File: src/rtl/ptf_pkg.sv
// shared types, constants and register indexes of the pedal torque filter
package ptf_pkg;

  // default scales
  localparam int SLOPE_SCALE_DEF   = 1024;
  localparam int PERCENT_SCALE_DEF = 100;

  localparam int SAMPLE_W  = 16;
  localparam int SPEED_W   = 8;
  localparam int PCT_W     = 7;
  localparam int DIVS_W    = 48;
  localparam int CFG_IDX_W = 3;
  localparam int CFG_DAT_W = 48;

  localparam logic [15:0] SAMPLE_CLAMP = 16'hFFFE;
  localparam logic [15:0] MAX16        = 16'hFFFF;

  // register indexes
  localparam logic [CFG_IDX_W-1:0] REG_IDLE_OFFSET   = 3'd0;
  localparam logic [CFG_IDX_W-1:0] REG_SENSOR_SLOPE  = 3'd1;
  localparam logic [CFG_IDX_W-1:0] REG_SAFETY_PCT    = 3'd2;
  localparam logic [CFG_IDX_W-1:0] REG_SPEED_BOUNDS  = 3'd3;
  localparam logic [CFG_IDX_W-1:0] REG_RISE_DIVS     = 3'd4;
  localparam logic [CFG_IDX_W-1:0] REG_FALL_DIVS     = 3'd5;
  localparam logic [CFG_IDX_W-1:0] REG_SAFE_LIMIT    = 3'd6;
  localparam logic [CFG_IDX_W-1:0] REG_STUCK_LIMIT   = 3'd7;

  // register reset values
  localparam logic [15:0]       RST_IDLE_OFFSET  = 16'd0;
  localparam logic [15:0]       RST_SENSOR_SLOPE = 16'd1024;
  localparam logic [PCT_W-1:0]  RST_SAFETY_PCT   = 7'd10;
  localparam logic [15:0]       RST_SPEED_BOUNDS = 16'd0;
  localparam logic [DIVS_W-1:0] RST_DIVS         = 48'h0001_0001_0001;
  localparam logic [15:0]       RST_SAFE_LIMIT   = 16'd100;
  localparam logic [15:0]       RST_STUCK_LIMIT  = 16'd5000;

  typedef enum logic [1:0] {
    MUL_NONE,
    MUL_ACC,
    MUL_TRQ,
    MUL_THR
  } mul_sel_t;

  typedef struct packed {
    logic     load_in;
    mul_sel_t mul_sel;
    logic     div_load_avg;
    logic     div_load_trq;
    logic     store_avg;
    logic     store_trq;
    logic     commit;
  } cmd_t;

  typedef struct packed {
    logic div_busy;
  } sts_t;

endpackage

File: src/rtl/ptf_ifs.sv
// handshake channel interfaces: sample input, result output, register write

interface ptf_in_if;
  logic                              valid;
  logic                              ready;
  logic [ptf_pkg::SAMPLE_W-1:0]      adc_sample;
  logic [ptf_pkg::SPEED_W-1:0]       speed;
  modport source (output valid, output adc_sample, output speed, input ready);
  modport sink   (input valid, input adc_sample, input speed, output ready);
endinterface

interface ptf_out_if;
  logic        valid;
  logic        ready;
  logic [15:0] torque;
  logic [15:0] filtered_adc;
  logic        safe_started;
  logic        boot_error;
  modport source (output valid, output torque, output filtered_adc, output safe_started,
                  output boot_error, input ready);
  modport sink   (input valid, input torque, input filtered_adc, input safe_started,
                  input boot_error, output ready);
endinterface

interface ptf_cfg_if;
  logic                              valid;
  logic                              ready;
  logic [ptf_pkg::CFG_IDX_W-1:0]     index;
  logic [ptf_pkg::CFG_DAT_W-1:0]     data;
  modport source (output valid, output index, output data, input ready);
  modport sink   (input valid, input index, input data, output ready);
endinterface

File: src/rtl/pedal_torque_filter_safe_start.sv
// top level of the pedal torque filter with safe-start check
//
//   channel  dir  handshake      payload
//   in_ch    in   valid/ready    adc_sample[15:0], speed[7:0]
//   out_ch   out  valid/ready    torque[15:0], filtered_adc[15:0], safe_started, boot_error
//   cfg_ch   in   valid/ready    index[2:0], data[47:0]; ready is always high
//
// one word at a time: the next word is taken only once the controller is back in idle
// after the commit step; the shared 32/16 divider is run twice per word
// rst_n is synchronous; it restores register defaults and clears filter state
// a result waiting on out_ch does not block the next accept; only the final commit
// step waits for the output register to free up
module pedal_torque_filter_safe_start #(
  parameter int SLOPE_SCALE   = ptf_pkg::SLOPE_SCALE_DEF,
  parameter int PERCENT_SCALE = ptf_pkg::PERCENT_SCALE_DEF
) (
  input logic       clk,
  input logic       rst_n,
  ptf_in_if.sink    in_ch,
  ptf_out_if.source out_ch,
  ptf_cfg_if.sink   cfg_ch
);

  ptf_pkg::cmd_t cmd;
  ptf_pkg::sts_t sts;
  logic          in_ready;
  logic          out_valid;

  assign cfg_ch.ready = 1'b1;
  assign in_ch.ready  = in_ready;
  assign out_ch.valid = out_valid;

  ptf_ctrl u_ctrl (
    .clk       (clk),
    .rst_n     (rst_n),
    .in_valid  (in_ch.valid),
    .in_ready  (in_ready),
    .out_valid (out_valid),
    .out_ready (out_ch.ready),
    .sts       (sts),
    .cmd       (cmd)
  );

  ptf_dp #(
    .SLOPE_SCALE   (SLOPE_SCALE),
    .PERCENT_SCALE (PERCENT_SCALE)
  ) u_dp (
    .clk              (clk),
    .rst_n            (rst_n),
    .cmd              (cmd),
    .sts              (sts),
    .in_adc_sample    (in_ch.adc_sample),
    .in_speed         (in_ch.speed),
    .cfg_we           (cfg_ch.valid),
    .cfg_index        (cfg_ch.index),
    .cfg_data         (cfg_ch.data),
    .out_torque       (out_ch.torque),
    .out_filtered_adc (out_ch.filtered_adc),
    .out_safe_started (out_ch.safe_started),
    .out_boot_error   (out_ch.boot_error)
  );

endmodule

File: src/rtl/ptf_div.sv
// iterative 32/16 divider, two quotient bits per cycle, 16-bit quotient
module ptf_div (
  input  logic        clk,
  input  logic        rst_n,
  input  logic        start,
  input  logic [31:0] dividend,
  input  logic [15:0] divisor,
  output logic        busy,
  output logic [15:0] quotient
);

  localparam int STEPS = 8;

  logic [15:0] rem_r, rem_nxt;
  logic [15:0] dq_r, dq_nxt;
  logic [15:0] dvs_r;
  logic [2:0]  cnt_r;
  logic        busy_r;

  // two restoring steps; upper dividend half must be below the divisor
  always_comb begin
    logic [16:0] t;
    logic        q;
    rem_nxt = rem_r;
    dq_nxt  = dq_r;
    for (int i = 0; i < 2; i++) begin
      t = {rem_nxt, dq_nxt[15]};
      q = (t >= {1'b0, dvs_r});
      if (q) begin
        t = t - {1'b0, dvs_r};
      end
      rem_nxt = t[15:0];
      dq_nxt  = {dq_nxt[14:0], q};
    end
  end

  always_ff @(posedge clk) begin
    if (!rst_n) begin
      busy_r <= 1'b0;
      cnt_r  <= '0;
    end else if (start) begin
      busy_r <= 1'b1;
      cnt_r  <= '0;
    end else if (busy_r) begin
      cnt_r <= cnt_r + 3'd1;
      if (cnt_r == 3'(STEPS - 1)) begin
        busy_r <= 1'b0;
      end
    end
  end

  always_ff @(posedge clk) begin
    if (start) begin
      rem_r <= dividend[31:16];
      dq_r  <= dividend[15:0];
      dvs_r <= divisor;
    end else if (busy_r) begin
      rem_r <= rem_nxt;
      dq_r  <= dq_nxt;
    end
  end

  assign busy     = busy_r;
  assign quotient = dq_r;

endmodule

File: src/rtl/ptf_dp.sv
// datapath: config registers, averaging, torque scaling, safe-start state
module ptf_dp #(
  parameter int SLOPE_SCALE   = ptf_pkg::SLOPE_SCALE_DEF,
  parameter int PERCENT_SCALE = ptf_pkg::PERCENT_SCALE_DEF
) (
  input  logic                          clk,
  input  logic                          rst_n,
  input  ptf_pkg::cmd_t                 cmd,
  output ptf_pkg::sts_t                 sts,
  input  logic [ptf_pkg::SAMPLE_W-1:0]  in_adc_sample,
  input  logic [ptf_pkg::SPEED_W-1:0]   in_speed,
  input  logic                          cfg_we,
  input  logic [ptf_pkg::CFG_IDX_W-1:0] cfg_index,
  input  logic [ptf_pkg::CFG_DAT_W-1:0] cfg_data,
  output logic [15:0]                   out_torque,
  output logic [15:0]                   out_filtered_adc,
  output logic                          out_safe_started,
  output logic                          out_boot_error
);

  localparam logic [15:0] SLOPE_DIV = 16'(SLOPE_SCALE);
  localparam logic [15:0] PCT_DIV   = 16'(PERCENT_SCALE);

  // configuration registers
  logic [15:0]                  idle_off_r, slope_r, bounds_r, safe_lim_r, stuck_lim_r;
  logic [ptf_pkg::PCT_W-1:0]    pct_r;
  logic [ptf_pkg::DIVS_W-1:0]   rise_r, fall_r;

  always_ff @(posedge clk) begin
    if (!rst_n) begin
      idle_off_r  <= ptf_pkg::RST_IDLE_OFFSET;
      slope_r     <= ptf_pkg::RST_SENSOR_SLOPE;
      pct_r       <= ptf_pkg::RST_SAFETY_PCT;
      bounds_r    <= ptf_pkg::RST_SPEED_BOUNDS;
      rise_r      <= ptf_pkg::RST_DIVS;
      fall_r      <= ptf_pkg::RST_DIVS;
      safe_lim_r  <= ptf_pkg::RST_SAFE_LIMIT;
      stuck_lim_r <= ptf_pkg::RST_STUCK_LIMIT;
    end else if (cfg_we) begin
      case (cfg_index)
        ptf_pkg::REG_IDLE_OFFSET:  idle_off_r  <= cfg_data[15:0];
        ptf_pkg::REG_SENSOR_SLOPE: slope_r     <= cfg_data[15:0];
        ptf_pkg::REG_SAFETY_PCT:   pct_r       <= cfg_data[ptf_pkg::PCT_W-1:0];
        ptf_pkg::REG_SPEED_BOUNDS: bounds_r    <= cfg_data[15:0];
        ptf_pkg::REG_RISE_DIVS:    rise_r      <= cfg_data[ptf_pkg::DIVS_W-1:0];
        ptf_pkg::REG_FALL_DIVS:    fall_r      <= cfg_data[ptf_pkg::DIVS_W-1:0];
        ptf_pkg::REG_SAFE_LIMIT:   safe_lim_r  <= cfg_data[15:0];
        ptf_pkg::REG_STUCK_LIMIT:  stuck_lim_r <= cfg_data[15:0];
        default: ;
      endcase
    end
  end

  // filter state
  logic [15:0] avg_r, d_r, s_r, tq_r;
  logic [32:0] prod_r;
  logic        sat_r;

  // divisor pick from band and direction
  logic [ptf_pkg::DIVS_W-1:0] pack;
  logic [15:0]                d_sel;
  always_comb begin
    pack = (in_adc_sample > avg_r) ? rise_r : fall_r;
    if (in_speed < bounds_r[7:0]) begin
      d_sel = pack[15:0];
    end else if (in_speed < bounds_r[15:8]) begin
      d_sel = pack[31:16];
    end else begin
      d_sel = pack[47:32];
    end
  end

  always_ff @(posedge clk) begin
    if (cmd.load_in) begin
      d_r <= (d_sel == 16'd0) ? 16'd1 : d_sel;
      s_r <= (in_adc_sample == ptf_pkg::MAX16) ? ptf_pkg::SAMPLE_CLAMP : in_adc_sample;
    end
  end

  // shared multiplier
  logic [15:0] lvl;
  logic [16:0] mul_a;
  logic [15:0] mul_b;
  logic [32:0] mul_p;

  assign lvl = (avg_r > idle_off_r) ? (avg_r - idle_off_r) : 16'd0;

  always_comb begin
    case (cmd.mul_sel)
      ptf_pkg::MUL_ACC: begin
        mul_a = {1'b0, d_r - 16'd1};
        mul_b = avg_r;
      end
      ptf_pkg::MUL_TRQ: begin
        mul_a = {1'b0, lvl};
        mul_b = slope_r;
      end
      ptf_pkg::MUL_THR: begin
        mul_a = {1'b0, tq_r} + 17'd1;
        mul_b = PCT_DIV;
      end
      default: begin
        mul_a = '0;
        mul_b = '0;
      end
    endcase
  end

  assign mul_p = mul_a * mul_b;

  always_ff @(posedge clk) begin
    if (cmd.mul_sel != ptf_pkg::MUL_NONE) begin
      prod_r <= mul_p;
    end
  end

  // divider
  logic        div_start, div_busy;
  logic [31:0] div_dvd;
  logic [15:0] div_dvs, div_q;

  assign div_start = cmd.div_load_avg | cmd.div_load_trq;
  assign div_dvd   = cmd.div_load_avg ? (prod_r[31:0] + {16'd0, s_r}) : prod_r[31:0];
  assign div_dvs   = cmd.div_load_avg ? d_r : SLOPE_DIV;

  ptf_div u_div (
    .clk      (clk),
    .rst_n    (rst_n),
    .start    (div_start),
    .dividend (div_dvd),
    .divisor  (div_dvs),
    .busy     (div_busy),
    .quotient (div_q)
  );

  assign sts.div_busy = div_busy;

  always_ff @(posedge clk) begin
    if (cmd.div_load_trq) begin
      // quotient would exceed 16 bits
      sat_r <= (prod_r[31:16] >= SLOPE_DIV);
    end
    if (cmd.store_trq) begin
      tq_r <= sat_r ? ptf_pkg::MAX16 : div_q;
    end
  end

  always_ff @(posedge clk) begin
    if (!rst_n) begin
      avg_r <= '0;
    end else if (cmd.store_avg) begin
      avg_r <= div_q;
    end
  end

  // safe-start bookkeeping
  logic        safe_r, err_r, latch_r;
  logic [15:0] lrc_r, stk_r;
  logic        safe_nxt, err_nxt, latch_nxt;
  logic [15:0] lrc_nxt, stk_nxt, lrc_inc, stk_inc, tq_out;
  logic [22:0] thr_x;
  logic        low;

  always_comb begin
    // tq < floor(65535*pct/scale)  <=>  (tq+1)*scale <= 65535*pct
    thr_x     = {pct_r, 16'h0000} - {16'h0000, pct_r};
    low       = (prod_r <= {10'd0, thr_x});
    lrc_inc   = (lrc_r != ptf_pkg::MAX16) ? lrc_r + 16'd1 : lrc_r;
    stk_inc   = (stk_r != ptf_pkg::MAX16) ? stk_r + 16'd1 : stk_r;
    safe_nxt  = safe_r;
    err_nxt   = err_r;
    latch_nxt = latch_r;
    lrc_nxt   = lrc_r;
    stk_nxt   = stk_r;
    tq_out    = tq_r;
    if (!safe_r) begin
      if (low) begin
        lrc_nxt = lrc_inc;
        if (lrc_inc >= safe_lim_r) begin
          safe_nxt = 1'b1;
          err_nxt  = 1'b0;
          stk_nxt  = 16'd0;
        end else begin
          tq_out = 16'd0;
        end
      end else begin
        lrc_nxt = 16'd0;
        tq_out  = 16'd0;
        if (!latch_r) begin
          stk_nxt = stk_inc;
          if (stk_inc >= stuck_lim_r) begin
            err_nxt   = 1'b1;
            latch_nxt = 1'b1;
          end
        end
      end
    end
  end

  always_ff @(posedge clk) begin
    if (!rst_n) begin
      safe_r  <= 1'b0;
      err_r   <= 1'b0;
      latch_r <= 1'b0;
      lrc_r   <= '0;
      stk_r   <= '0;
    end else if (cmd.commit) begin
      safe_r  <= safe_nxt;
      err_r   <= err_nxt;
      latch_r <= latch_nxt;
      lrc_r   <= lrc_nxt;
      stk_r   <= stk_nxt;
    end
  end

  // output word register
  logic [15:0] o_tq_r, o_avg_r;
  logic        o_safe_r, o_err_r;

  always_ff @(posedge clk) begin
    if (cmd.commit) begin
      o_tq_r   <= tq_out;
      o_avg_r  <= avg_r;
      o_safe_r <= safe_nxt;
      o_err_r  <= err_nxt;
    end
  end

  assign out_torque       = o_tq_r;
  assign out_filtered_adc = o_avg_r;
  assign out_safe_started = o_safe_r;
  assign out_boot_error   = o_err_r;

endmodule

File: src/rtl/ptf_ctrl.sv
// controller: sequences one word through multiply, divide and commit steps
module ptf_ctrl (
  input  logic          clk,
  input  logic          rst_n,
  input  logic          in_valid,
  output logic          in_ready,
  output logic          out_valid,
  input  logic          out_ready,
  input  ptf_pkg::sts_t sts,
  output ptf_pkg::cmd_t cmd
);

  typedef enum logic [3:0] {
    S_IDLE,
    S_MUL_ACC,
    S_LOAD_AVG,
    S_DIV_AVG,
    S_STORE_AVG,
    S_MUL_TRQ,
    S_LOAD_TRQ,
    S_DIV_TRQ,
    S_STORE_TRQ,
    S_MUL_THR,
    S_COMMIT
  } state_t;

  state_t state_r;
  logic   out_valid_r;
  logic   slot_free;

  assign slot_free = !out_valid_r || out_ready;
  assign in_ready  = (state_r == S_IDLE);
  assign out_valid = out_valid_r;

  always_comb begin
    cmd = '0;
    cmd.mul_sel = ptf_pkg::MUL_NONE;
    case (state_r)
      S_IDLE:      cmd.load_in      = in_valid;
      S_MUL_ACC:   cmd.mul_sel      = ptf_pkg::MUL_ACC;
      S_LOAD_AVG:  cmd.div_load_avg = 1'b1;
      S_STORE_AVG: cmd.store_avg    = 1'b1;
      S_MUL_TRQ:   cmd.mul_sel      = ptf_pkg::MUL_TRQ;
      S_LOAD_TRQ:  cmd.div_load_trq = 1'b1;
      S_STORE_TRQ: cmd.store_trq    = 1'b1;
      S_MUL_THR:   cmd.mul_sel      = ptf_pkg::MUL_THR;
      S_COMMIT:    cmd.commit       = slot_free;
      default: ;
    endcase
  end

  always_ff @(posedge clk) begin
    if (!rst_n) begin
      state_r     <= S_IDLE;
      out_valid_r <= 1'b0;
    end else begin
      if (state_r == S_COMMIT && slot_free) begin
        out_valid_r <= 1'b1;
      end else if (out_ready) begin
        out_valid_r <= 1'b0;
      end
      case (state_r)
        S_IDLE:      if (in_valid) state_r <= S_MUL_ACC;
        S_MUL_ACC:   state_r <= S_LOAD_AVG;
        S_LOAD_AVG:  state_r <= S_DIV_AVG;
        S_DIV_AVG:   if (!sts.div_busy) state_r <= S_STORE_AVG;
        S_STORE_AVG: state_r <= S_MUL_TRQ;
        S_MUL_TRQ:   state_r <= S_LOAD_TRQ;
        S_LOAD_TRQ:  state_r <= S_DIV_TRQ;
        S_DIV_TRQ:   if (!sts.div_busy) state_r <= S_STORE_TRQ;
        S_STORE_TRQ: state_r <= S_MUL_THR;
        S_MUL_THR:   state_r <= S_COMMIT;
        S_COMMIT:    if (slot_free) state_r <= S_IDLE;
        default:     state_r <= S_IDLE;
      endcase
    end
  end

endmodule
File: src/flat_wrapper.sv
// flat-port wrapper written by rule: the top's interface ports become plain ports
module pedal_torque_filter_safe_start_flat 
#(
  parameter int SLOPE_SCALE   = ptf_pkg::SLOPE_SCALE_DEF,
  parameter int PERCENT_SCALE = ptf_pkg::PERCENT_SCALE_DEF
)
  (clk, rst_n, in_ch_valid, in_ch_adc_sample, in_ch_speed, in_ch_ready, out_ch_valid, out_ch_torque, out_ch_filtered_adc, out_ch_safe_started, out_ch_boot_error, out_ch_ready, cfg_ch_valid, cfg_ch_index, cfg_ch_data, cfg_ch_ready);
  ptf_in_if in_ch_i ();
  ptf_out_if out_ch_i ();
  ptf_cfg_if cfg_ch_i ();
  input logic clk;
  input logic rst_n;
  input wire logic [$bits(in_ch_i.valid)-1:0] in_ch_valid;
  input wire logic [$bits(in_ch_i.adc_sample)-1:0] in_ch_adc_sample;
  input wire logic [$bits(in_ch_i.speed)-1:0] in_ch_speed;
  output wire logic [$bits(in_ch_i.ready)-1:0] in_ch_ready;
  output wire logic [$bits(out_ch_i.valid)-1:0] out_ch_valid;
  output wire logic [$bits(out_ch_i.torque)-1:0] out_ch_torque;
  output wire logic [$bits(out_ch_i.filtered_adc)-1:0] out_ch_filtered_adc;
  output wire logic [$bits(out_ch_i.safe_started)-1:0] out_ch_safe_started;
  output wire logic [$bits(out_ch_i.boot_error)-1:0] out_ch_boot_error;
  input wire logic [$bits(out_ch_i.ready)-1:0] out_ch_ready;
  input wire logic [$bits(cfg_ch_i.valid)-1:0] cfg_ch_valid;
  input wire logic [$bits(cfg_ch_i.index)-1:0] cfg_ch_index;
  input wire logic [$bits(cfg_ch_i.data)-1:0] cfg_ch_data;
  output wire logic [$bits(cfg_ch_i.ready)-1:0] cfg_ch_ready;
  assign in_ch_i.valid = in_ch_valid;
  assign in_ch_i.adc_sample = in_ch_adc_sample;
  assign in_ch_i.speed = in_ch_speed;
  assign in_ch_ready = in_ch_i.ready;
  assign out_ch_valid = out_ch_i.valid;
  assign out_ch_torque = out_ch_i.torque;
  assign out_ch_filtered_adc = out_ch_i.filtered_adc;
  assign out_ch_safe_started = out_ch_i.safe_started;
  assign out_ch_boot_error = out_ch_i.boot_error;
  assign out_ch_i.ready = out_ch_ready;
  assign cfg_ch_i.valid = cfg_ch_valid;
  assign cfg_ch_i.index = cfg_ch_index;
  assign cfg_ch_i.data = cfg_ch_data;
  assign cfg_ch_ready = cfg_ch_i.ready;
  pedal_torque_filter_safe_start #(.SLOPE_SCALE(SLOPE_SCALE), .PERCENT_SCALE(PERCENT_SCALE)) u_core (.clk(clk), .rst_n(rst_n), .in_ch(in_ch_i), .out_ch(out_ch_i), .cfg_ch(cfg_ch_i));
endmodule
File: config.mk
export PLATFORM = sky130hd
export DESIGN_NAME = pedal_torque_filter_safe_start_flat
export DESIGN_NICKNAME = d
export VERILOG_FILES = /design/src/rtl/ptf_pkg.sv /design/src/rtl/ptf_ifs.sv /design/src/rtl/pedal_torque_filter_safe_start.sv /design/src/rtl/ptf_div.sv /design/src/rtl/ptf_dp.sv /design/src/rtl/ptf_ctrl.sv /design/src/flat_wrapper.sv
export SDC_FILE = /design/constraint.sdc
export NUM_CORES = 2
export LEC_CHECK = 0
export CORE_MARGIN = 1
export CORE_UTILIZATION = 40
export CTS_CLUSTER_SIZE = 30
export DETAILED_ROUTE_END_ITERATION = 10
export DONT_BUFFER_PORTS = 1
export HOLD_SLACK_MARGIN = 0.15
export PLACE_DENSITY_LB_ADDON = 0.25
export SLEW_MARGIN = 15
export SYNTH_ARGS = -nofsm -noshare
export SYNTH_HDL_FRONTEND = slang
export SYNTH_HIERARCHICAL = 1
export SYNTH_SLANG_ARGS = --single-unit
File: constraint.sdc
create_clock -name clk -period 9.14 [get_ports clk]
set_input_delay 0.914 -clock clk [delete_from_list [all_inputs] [get_ports clk]]
set_output_delay 0.914 -clock clk [all_outputs]
set_load 0.01 [all_outputs]
Yosys cells after proc, flatten, opt, wreduce, memory -nomap -nowiden
Index checks and enable logic that the tools add are counted.

word-level totals
  flip-flop bits (word level) = 407
  bits in latches = 0
  bits in writable memories = 0
  memory bits (read-only) = 0
  input port bits = 80
  output and inout bits = 37
  memories = 0

operators by class
  add/sub/neg operators = 10
  multipliers = 1
  div/mod/pow operators = 0
  magnitude comparators = 10
  equality and inequality tests = 30
  shift operators = 0
  mux-type cells = 49
  bitwise operators = 4
  reductions and logical operators = 22

operator list
  kind                   number
  $mux 16                18
  $pmux 17 s3            1
  $mux 48                1
  $pmux 16 s3            1
  $sub 16x16->16         3
  $pmux 4 s11            1
  $ge 17x16->1           2
  $le 33x23->1           1
  $mul 17x16->33         1
  $add 16x1->16 const B  2
  $add 32x16->32         1
  $ge 16x16->1           2
  $gt 16x16->1           2
  $mux 32                1
  $ne 16x16->1 const B   2
  $sub 23x7->23          1
  $mux 1                 21
  $reduce_and 2->1       9
  $add 16x1->17 const B  1
  $eq 16x16->1 const B   1
  $eq 4x3->1 const B     4
  $ge 16x11->1 const B   1
  $logic_not 16->1       1
  $lt 8x8->1             2
  other kinds (25)       46

Longest topological paths before layout
  depth in word-level cells = 7
  gate-level depth with buffers = 37
  gate-level depth less buffers = 35

Modules after synthesis
The synthesis kept the hierarchy.

modules (own cells, without submodules)
  module                          instances  cells each  area each (µm²)
  ptf_dp                          1          3176        27985.6
  ptf_div                         1          388         3957.5
  ptf_ctrl                        1          40          351.6
  pedal_torque_filter_safe_start  1          2           11.3

Least setup slack after synthesis
Ideal clock, no wire load.

  path kind = register to register
  start point = register u_core.u_dp.avg_r[0]
  end point = register u_core.u_dp.prod_r[30], data pin
  setup time = 258 ps
  arrival time = 8460 ps
  slack = 422 ps
  stages on the path, launching flop included = 35
  path buffers = 1
  clock period less this slack = 8718 ps
  path through = dfxtp_1 -> inv_1 -> ha_1 -> inv_1 -> fa_1 -> a21o_1 -> a21oi_1 -> o21bai_1 -> a2111o_1 -> a31oi_1 -> o21ai_0 -> a21oi_1 -> xor2_1 -> o221ai_1 -> clkbuf_1 -> nand2_1 -> fa_1 -> fa_1 -> fa_1 -> inv_1 -> fa_1 -> fa_1 -> inv_1 -> fa_1 -> inv_1 -> ha_1 -> a2111oi_0 -> nand2_1 -> o221ai_1 -> o211ai_1 -> a31oi_1 -> o22ai_1 -> a21o_1 -> a21oi_1 -> xnor2_1

between the ends
  longest elaborated chain between the ends = 4

ends and longest elaborated chain
  item                                            line           RTL
  start, declared                                 ptf_dp.sv:55   logic [15:0] avg_r, d_r, s_r, tq_r;
  start signal, assigned                          ptf_dp.sv:152  avg_r <= div_q;
  $sub 16x16->16 or $gt 16x16->1 (tied branches)  ptf_dp.sv:86   assign lvl = (avg_r > idle_off_r) ? (avg_r - idle_off_r) : 16'd0;
  $mux 16                                         ptf_dp.sv:86
  $pmux 17 s3                                     ptf_dp.sv:89   case (cmd.mul_sel)
  $mul 17x16->33 *                                ptf_dp.sv:109  assign mul_p = mul_a * mul_b;
  named net u_core.u_dp.mul_p[30]                 ptf_dp.sv:84   logic [32:0] mul_p;
  end signal, assigned                            ptf_dp.sv:113  prod_r <= mul_p;
  end, declared                                   ptf_dp.sv:56   logic [32:0] prod_r;

Mark *: on every way through the listed nets, which the timed path passes. The rest lies on a longest branch.
A chain may end at the register's enable or synchronous reset.

Worst setup path in the final report
  start point = register u_core.u_dp.avg_r[0]
  end point = register u_core.u_dp.prod_r[32], data pin

The elaborated chain is that of the path after synthesis.

==> impl_metrics.prom <==
# TYPE chip_impl_metric gauge
chip_impl_metric{name="num_rows",unit=""} 103
chip_impl_metric{name="place.gp.congestion",unit=""} 1.02
chip_impl_info{name="hold_path.class",value="in -> reg"} 1
chip_impl_metric{name="floorplan.initialDensity",unit=""} 0.407
chip_impl_metric{name="cts_htree_levels",unit=""} 2
chip_impl_metric{name="area_growth_syn_to_layout",unit="%"} 9.95
chip_impl_metric{name="r2r_slack",unit="ns"} 0.40
chip_impl_info{name="cp-start-kind",value="flop"} 1
chip_impl_metric{name="synth_edf_count",unit=""} 164
chip_impl_metric{name="antenna_found_initial",unit=""} 5
chip_impl_metric{name="worst_path_largest_cell_delay",unit="ns"} 0.56
chip_impl_info{name="critical-path-slowest-cell",value="sky130_fd_sc_hd__fa_1"} 1
chip_impl_info{name="synthTopCellsByArea",value="sky130_fd_sc_hd__edfxtp_1 (15%), sky130_fd_sc_hd__dfxtp_1 (15%), sky130_fd_sc_hd__fa_1 (13%)"} 1
chip_impl_metric{name="maxCapViolations",unit=""} 0
chip_impl_metric{name="worstPathRequired",unit="ns"} 9.45
chip_impl_metric{name="detail_route.iter0.violations",unit=""} 1839
chip_impl_metric{name="finalHoldViolations",unit=""} 0
chip_impl_metric{name="cts_max_path_buffers",unit=""} 3
chip_impl_metric{name="fin_crit_sh",unit=""} 0.956
chip_impl_metric{name="post-route-drc-count",unit=""} 0
chip_impl_metric{name="power_switching_share",unit=""} 0.341
chip_impl_info{name="status",value="complete, no violations"} 1
chip_impl_metric{name="fin_setup_tns",unit="ns"} 0
chip_impl_metric{name="route.vias.total",unit=""} 25000
chip_impl_metric{name="synthXorXnorAreaFrac",unit=""} 0.0377
chip_impl_metric{name="arrival",unit="ns"} 9.05
chip_impl_metric{name="synth.ff_latch_count",unit=""} 407
chip_impl_metric{name="share_clk_of_total_power",unit=""} 0.314
chip_impl_metric{name="final_cells",unit=""} 4680
chip_impl_metric{name="max_slew.worst_pin.slew",unit="ns"} 1.12
chip_impl_metric{name="drt.antenna.violating_nets",unit=""} 0
chip_impl_metric{name="synth_seq_area_share",unit=""} 0.303
chip_impl_metric{name="final_critical_delay_including_setup_and_external_delays",unit="ns"} 8.74
chip_impl_info{name="worstReg2RegEnd",value="u_core/u_dp/prod_r[32]"} 1
chip_impl_metric{name="yosys.area_share.simple",unit=""} 0.173
chip_impl_metric{name="first_pass_iters",unit=""} 6
chip_impl_metric{name="grt_pass1_wl",unit="um"} 148000
chip_impl_info{name="timing.critical_path.to_type",value="flop"} 1
chip_impl_metric{name="power.ir.vdd_worst",unit="V"} 0.000159
chip_impl_metric{name="cts.reportedPaths.clkPinSlew",unit="ns"} 0.07
chip_impl_metric{name="cts_sinks",unit=""} 407
chip_impl_info{name="synth-main-ff-cell",value="sky130_fd_sc_hd__dfxtp_1"} 1
chip_impl_metric{name="postSynthAreaPerCell",unit="um^2"} 8.96
chip_impl_metric{name="fraction_of_layout_instances_using_a_drive_strength_above_1",unit=""} 0.0873
chip_impl_info{name="clock_tree_from_tritoncts",value="done"} 1
chip_impl_metric{name="final_core_utilization",unit=""} 0.447
chip_impl_metric{name="finalClockSkew",unit="ns"} 0.0307
chip_impl_metric{name="detailedPlacementHpwl",unit="um"} 74000
chip_impl_metric{name="post_synth_fa_ha_maj_area_fraction",unit=""} 0.233
chip_impl_metric{name="timing.reg2reg.worst_path_depth",unit=""} 31
chip_impl_metric{name="maxClockFrequency",unit="MHz"} 114
chip_impl_info{name="setup.worst_path.class",value="reg -> reg"} 1
chip_impl_info{name="hp-start",value="in_ch_adc_sample[10]"} 1
chip_impl_metric{name="detail_route.vias_per_cell",unit=""} 5.35
chip_impl_metric{name="worstHoldPathCells",unit=""} 0
chip_impl_metric{name="pin_count",unit=""} 117
chip_impl_metric{name="wl_per_cell",unit="um"} 20.7
chip_impl_metric{name="first_global_vias",unit=""} 24400
chip_impl_info{name="cp_common_cell",value="sky130_fd_sc_hd__fa_1"} 1
chip_impl_metric{name="yosys_warn_count",unit=""} 6
chip_impl_metric{name="number_of_endpoints_failing_setup_at_the_final_stage",unit=""} 0
chip_impl_info{name="synth_top_family_by_area",value="adder cells"} 1
chip_impl_metric{name="p_comb_frac",unit=""} 0.349
chip_impl_metric{name="gr-usage-all-layers",unit=""} 0.236
chip_impl_metric{name="place.detailed.instances",unit=""} 4584
chip_impl_info{name="min_delay_worst_endpoint",value="u_core/u_dp/s_r[10]"} 1
chip_impl_metric{name="num-fill-cells",unit=""} 7909
chip_impl_info{name="worst_r2r_startpoint",value="u_core/u_dp/avg_r[0]"} 1
chip_impl_metric{name="netlist_area",unit="um^2"} 32300
chip_impl_metric{name="cells_after_synthesis",unit=""} 3606
chip_impl_metric{name="input_output_buffers",unit=""} 0
chip_impl_metric{name="yosysUniqueCellTypes",unit=""} 89
chip_impl_metric{name="total_leakage_power",unit="nW"} 14.7
chip_impl_metric{name="power.net_switching",unit="W"} 0.00220
chip_impl_metric{name="design.core.area",unit="um^2"} 79400
chip_impl_metric{name="maximum_fanout_along_the_worst_path",unit=""} 12
chip_impl_metric{name="clock_insertion_delay_worst_skew",unit="ns"} 0.60
chip_impl_metric{name="grt_start_max_net_pins",unit=""} 232
chip_impl_metric{name="sequentialPowerShare",unit=""} 0.337
chip_impl_metric{name="drv_slew",unit=""} 0
chip_impl_metric{name="postRouteWirelength",unit="um"} 96800
chip_impl_metric{name="cts_buffers",unit=""} 47
chip_impl_metric{name="finalNetCount",unit=""} 4145
chip_impl_metric{name="antenna_cells_inserted",unit=""} 0
chip_impl_metric{name="die_width",unit="um"} 286
chip_impl_metric{name="asyncSetResetFlopFracSynth",unit=""} 0
chip_impl_metric{name="max-slew-margin-rel",unit=""} 0.252
chip_impl_metric{name="synth_compound_area_frac",unit=""} 0.141
chip_impl_metric{name="globalRouteOverflowTotal",unit=""} 0
chip_impl_metric{name="die_area",unit="um^2"} 81900
chip_impl_info{name="clk_root_buffer_cell",value="sky130_fd_sc_hd__clkbuf_16"} 1
chip_impl_metric{name="die_height",unit="um"} 286
chip_impl_metric{name="post_cts_hold_buffer_count",unit=""} 0
chip_impl_metric{name="yosysTopAreaCellShare",unit=""} 0.152
chip_impl_metric{name="power_density",unit="nW/um^2"} 182
chip_impl_metric{name="synthMuxAreaShare",unit=""} 0.0455
chip_impl_metric{name="p_int",unit="W"} 0.00426
chip_impl_info{name="synthDominantAreaCellType",value="sky130_fd_sc_hd__edfxtp_1"} 1
[placed cells by master, fill, tap and decap left out, drive strengths merged, types with 74 or more instances in the layout]
cell type and count:
inv 384, mux2i 74, nand2 624, a21oi 115
ha 262, edfxtp 164, fa 212, nor2 216
buf 97, o21ai 86, dfxtp 243, a21boi 182
[timing repair]
item                       4_1_cts  5_1_grt
gates resized for setup          3       17
setup endpoints to repair        2       10
setup buffers                    0        7
cloned                           0        0
pin swaps                        0        7
[cell usage after synthesis (7+ instances only)]
library cell                 n
sky130_fd_sc_hd__fa_1      212
sky130_fd_sc_hd__o21a_1     28
sky130_fd_sc_hd__or2_2      25
sky130_fd_sc_hd__a22o_1     31
sky130_fd_sc_hd__xor2_1     66
sky130_fd_sc_hd__nor3b_1     7
sky130_fd_sc_hd__o21ai_0    79
sky130_fd_sc_hd__or3_1      20
sky130_fd_sc_hd__dfxtp_1   243
sky130_fd_sc_hd__nor2b_1    56
sky130_fd_sc_hd__o21ai_1     7
sky130_fd_sc_hd__nand3b_1    9
sky130_fd_sc_hd__edfxtp_1  164
sky130_fd_sc_hd__o311ai_0    8
sky130_fd_sc_hd__nor3_1     44
sky130_fd_sc_hd__a21boi_0  180
sky130_fd_sc_hd__nor4_1     11
sky130_fd_sc_hd__clkbuf_1  140
sky130_fd_sc_hd__inv_1     381
sky130_fd_sc_hd__nor2_1    216
sky130_fd_sc_hd__nand3_1    63
sky130_fd_sc_hd__a22oi_1    23
sky130_fd_sc_hd__xnor2_1    73
sky130_fd_sc_hd__a211oi_1   17
sky130_fd_sc_hd__ha_1      262
sky130_fd_sc_hd__mux2_2     58
sky130_fd_sc_hd__and2_1     59
sky130_fd_sc_hd__buf_1      14
sky130_fd_sc_hd__mux2i_1    74
sky130_fd_sc_hd__nand2b_1   38
sky130_fd_sc_hd__a21oi_1   114
sky130_fd_sc_hd__buf_4       8
sky130_fd_sc_hd__o211ai_1   20
sky130_fd_sc_hd__a31oi_1    14
sky130_fd_sc_hd__nand4_1    28
sky130_fd_sc_hd__a21o_1     50
sky130_fd_sc_hd__and3_1     26
sky130_fd_sc_hd__o21bai_1    9
sky130_fd_sc_hd__nand2_1   624
[layout make-up]
class | count | area, um^2 | area share
Clock buffer | 60 | 1330 | 0.0373
Clock inverter | 28 | 355 | 0.0100
Inverter | 382 | 1430 | 0.0404
Multi-Input combinational cell | 2656 | 20600 | 0.579
Sequential cell | 407 | 9790 | 0.276
Tap cell | 1050 | 1310 | 0.0370
Timing Repair Buffer | 97 | 736 | 0.0207
[how the worst max path moves through the flow]
stage | startpoint | cells past startpoint | end
3_5_place_dp | u_core/u_dp/avg_r[0] | 31 | u_core/u_dp/prod_r[32]
5_1_grt | u_core/u_dp/avg_r[0] | 35 | u_core/u_dp/prod_r[31]
4_1_cts | u_core/u_dp/avg_r[0] | 36 | u_core/u_dp/prod_r[31]
2_1_floorplan | u_core/u_dp/avg_r[0] | 34 | u_core/u_dp/prod_r[30]
3_3_place_gp | u_core/u_dp/avg_r[0] | 34 | u_core/u_dp/prod_r[30]
6_report | u_core/u_dp/avg_r[0] | 31 | u_core/u_dp/prod_r[32]
[state kept, by name, summed over array words and instances, names as in the netlist, 16 cells and up]
name / count
u_core/u_dp/stuck_lim_r: 16
u_core/u_dp/slope_r: 16
u_core/u_dp/u_div/rem_r: 16
u_core/u_dp/lrc_r: 16
u_core/u_dp/s_r: 16
u_core/u_dp/out_filtered_adc: 16
u_core/u_dp/prod_r: 33
u_core/u_dp/bounds_r: 16
u_core/u_dp/u_div/quotient: 16
u_core/u_dp/safe_lim_r: 16
u_core/u_dp/rise_r: 48
u_core/u_dp/out_torque: 16
u_core/u_dp/stk_r: 16
u_core/u_dp/d_r: 16
u_core/u_dp/u_div/dvs_r: 16
u_core/u_dp/tq_r: 16
u_core/u_dp/idle_off_r: 16
u_core/u_dp/fall_r: 48
u_core/u_dp/avg_r: 16
[critical path, delay by kind of cell, from the launching register on]
family	cells	cell delay (ns)
AOI/OAI and AO/OA	12	3.16
buffers and inverters	6	0.55
DFF	1	0.33
xor gates and xnor gates	1	0.13
adders and majority gates	9	3.89
and+or+nand+nor	3	0.40
[kinds of logic after synthesis]
kind of cell             count (synthesis)
AO/OA/AOI/OAI                          650
XOR/XNOR                               139
adder cells (fa/ha/maj)                474
buffers and inverters                  554
flip-flops                             407
multiplexers                           138
other                                    3
AND/OR/NAND/NOR                       1241
[per-layer routing]
metal | wire, um | global-route usage | vias up
met4 | 3230 | 0.0737 | 0
met1 | 43000 | 0.327 | 12100
met5 | 0 | 0 | -
met2 | 43700 | 0.376 | 731
met3 | 6930 | 0.0382 | 151
li1 | - | - | 12100
[stage by stage]
stage / cell area, um^2 / setup WS (ns) / hold slack [ns] / power [W]
2_1_floorplan: 32300 / 0.422 / 0.435 / 0.00392
4_1_cts: 35400 / 0.0632 / 0.382 / 0.00646
3_5_place_dp: 33700 / -0.0775 / 0.454 / 0.00441
3_3_place_gp: 33700 / 0.165 / 0.447 / 0.00439
6_report: 35500 / 0.403 / 0.413 / 0.00646
5_1_grt: 35500 / -0.00256 / 0.386 / 0.00681
[power groups by stage]
stage	Combinational [W]	Clock [W]	Sequential (W)
floorplan	0.00175	0	0.00217
global route	0.00249	0.00214	0.00219
finish	0.00225	0.00203	0.00218
global placement	0.00218	0	0.00221
detailed placement	0.00220	0	0.00221
CTS	0.00221	0.00208	0.00217
Note: power is estimated with default switching activity, not from simulation.
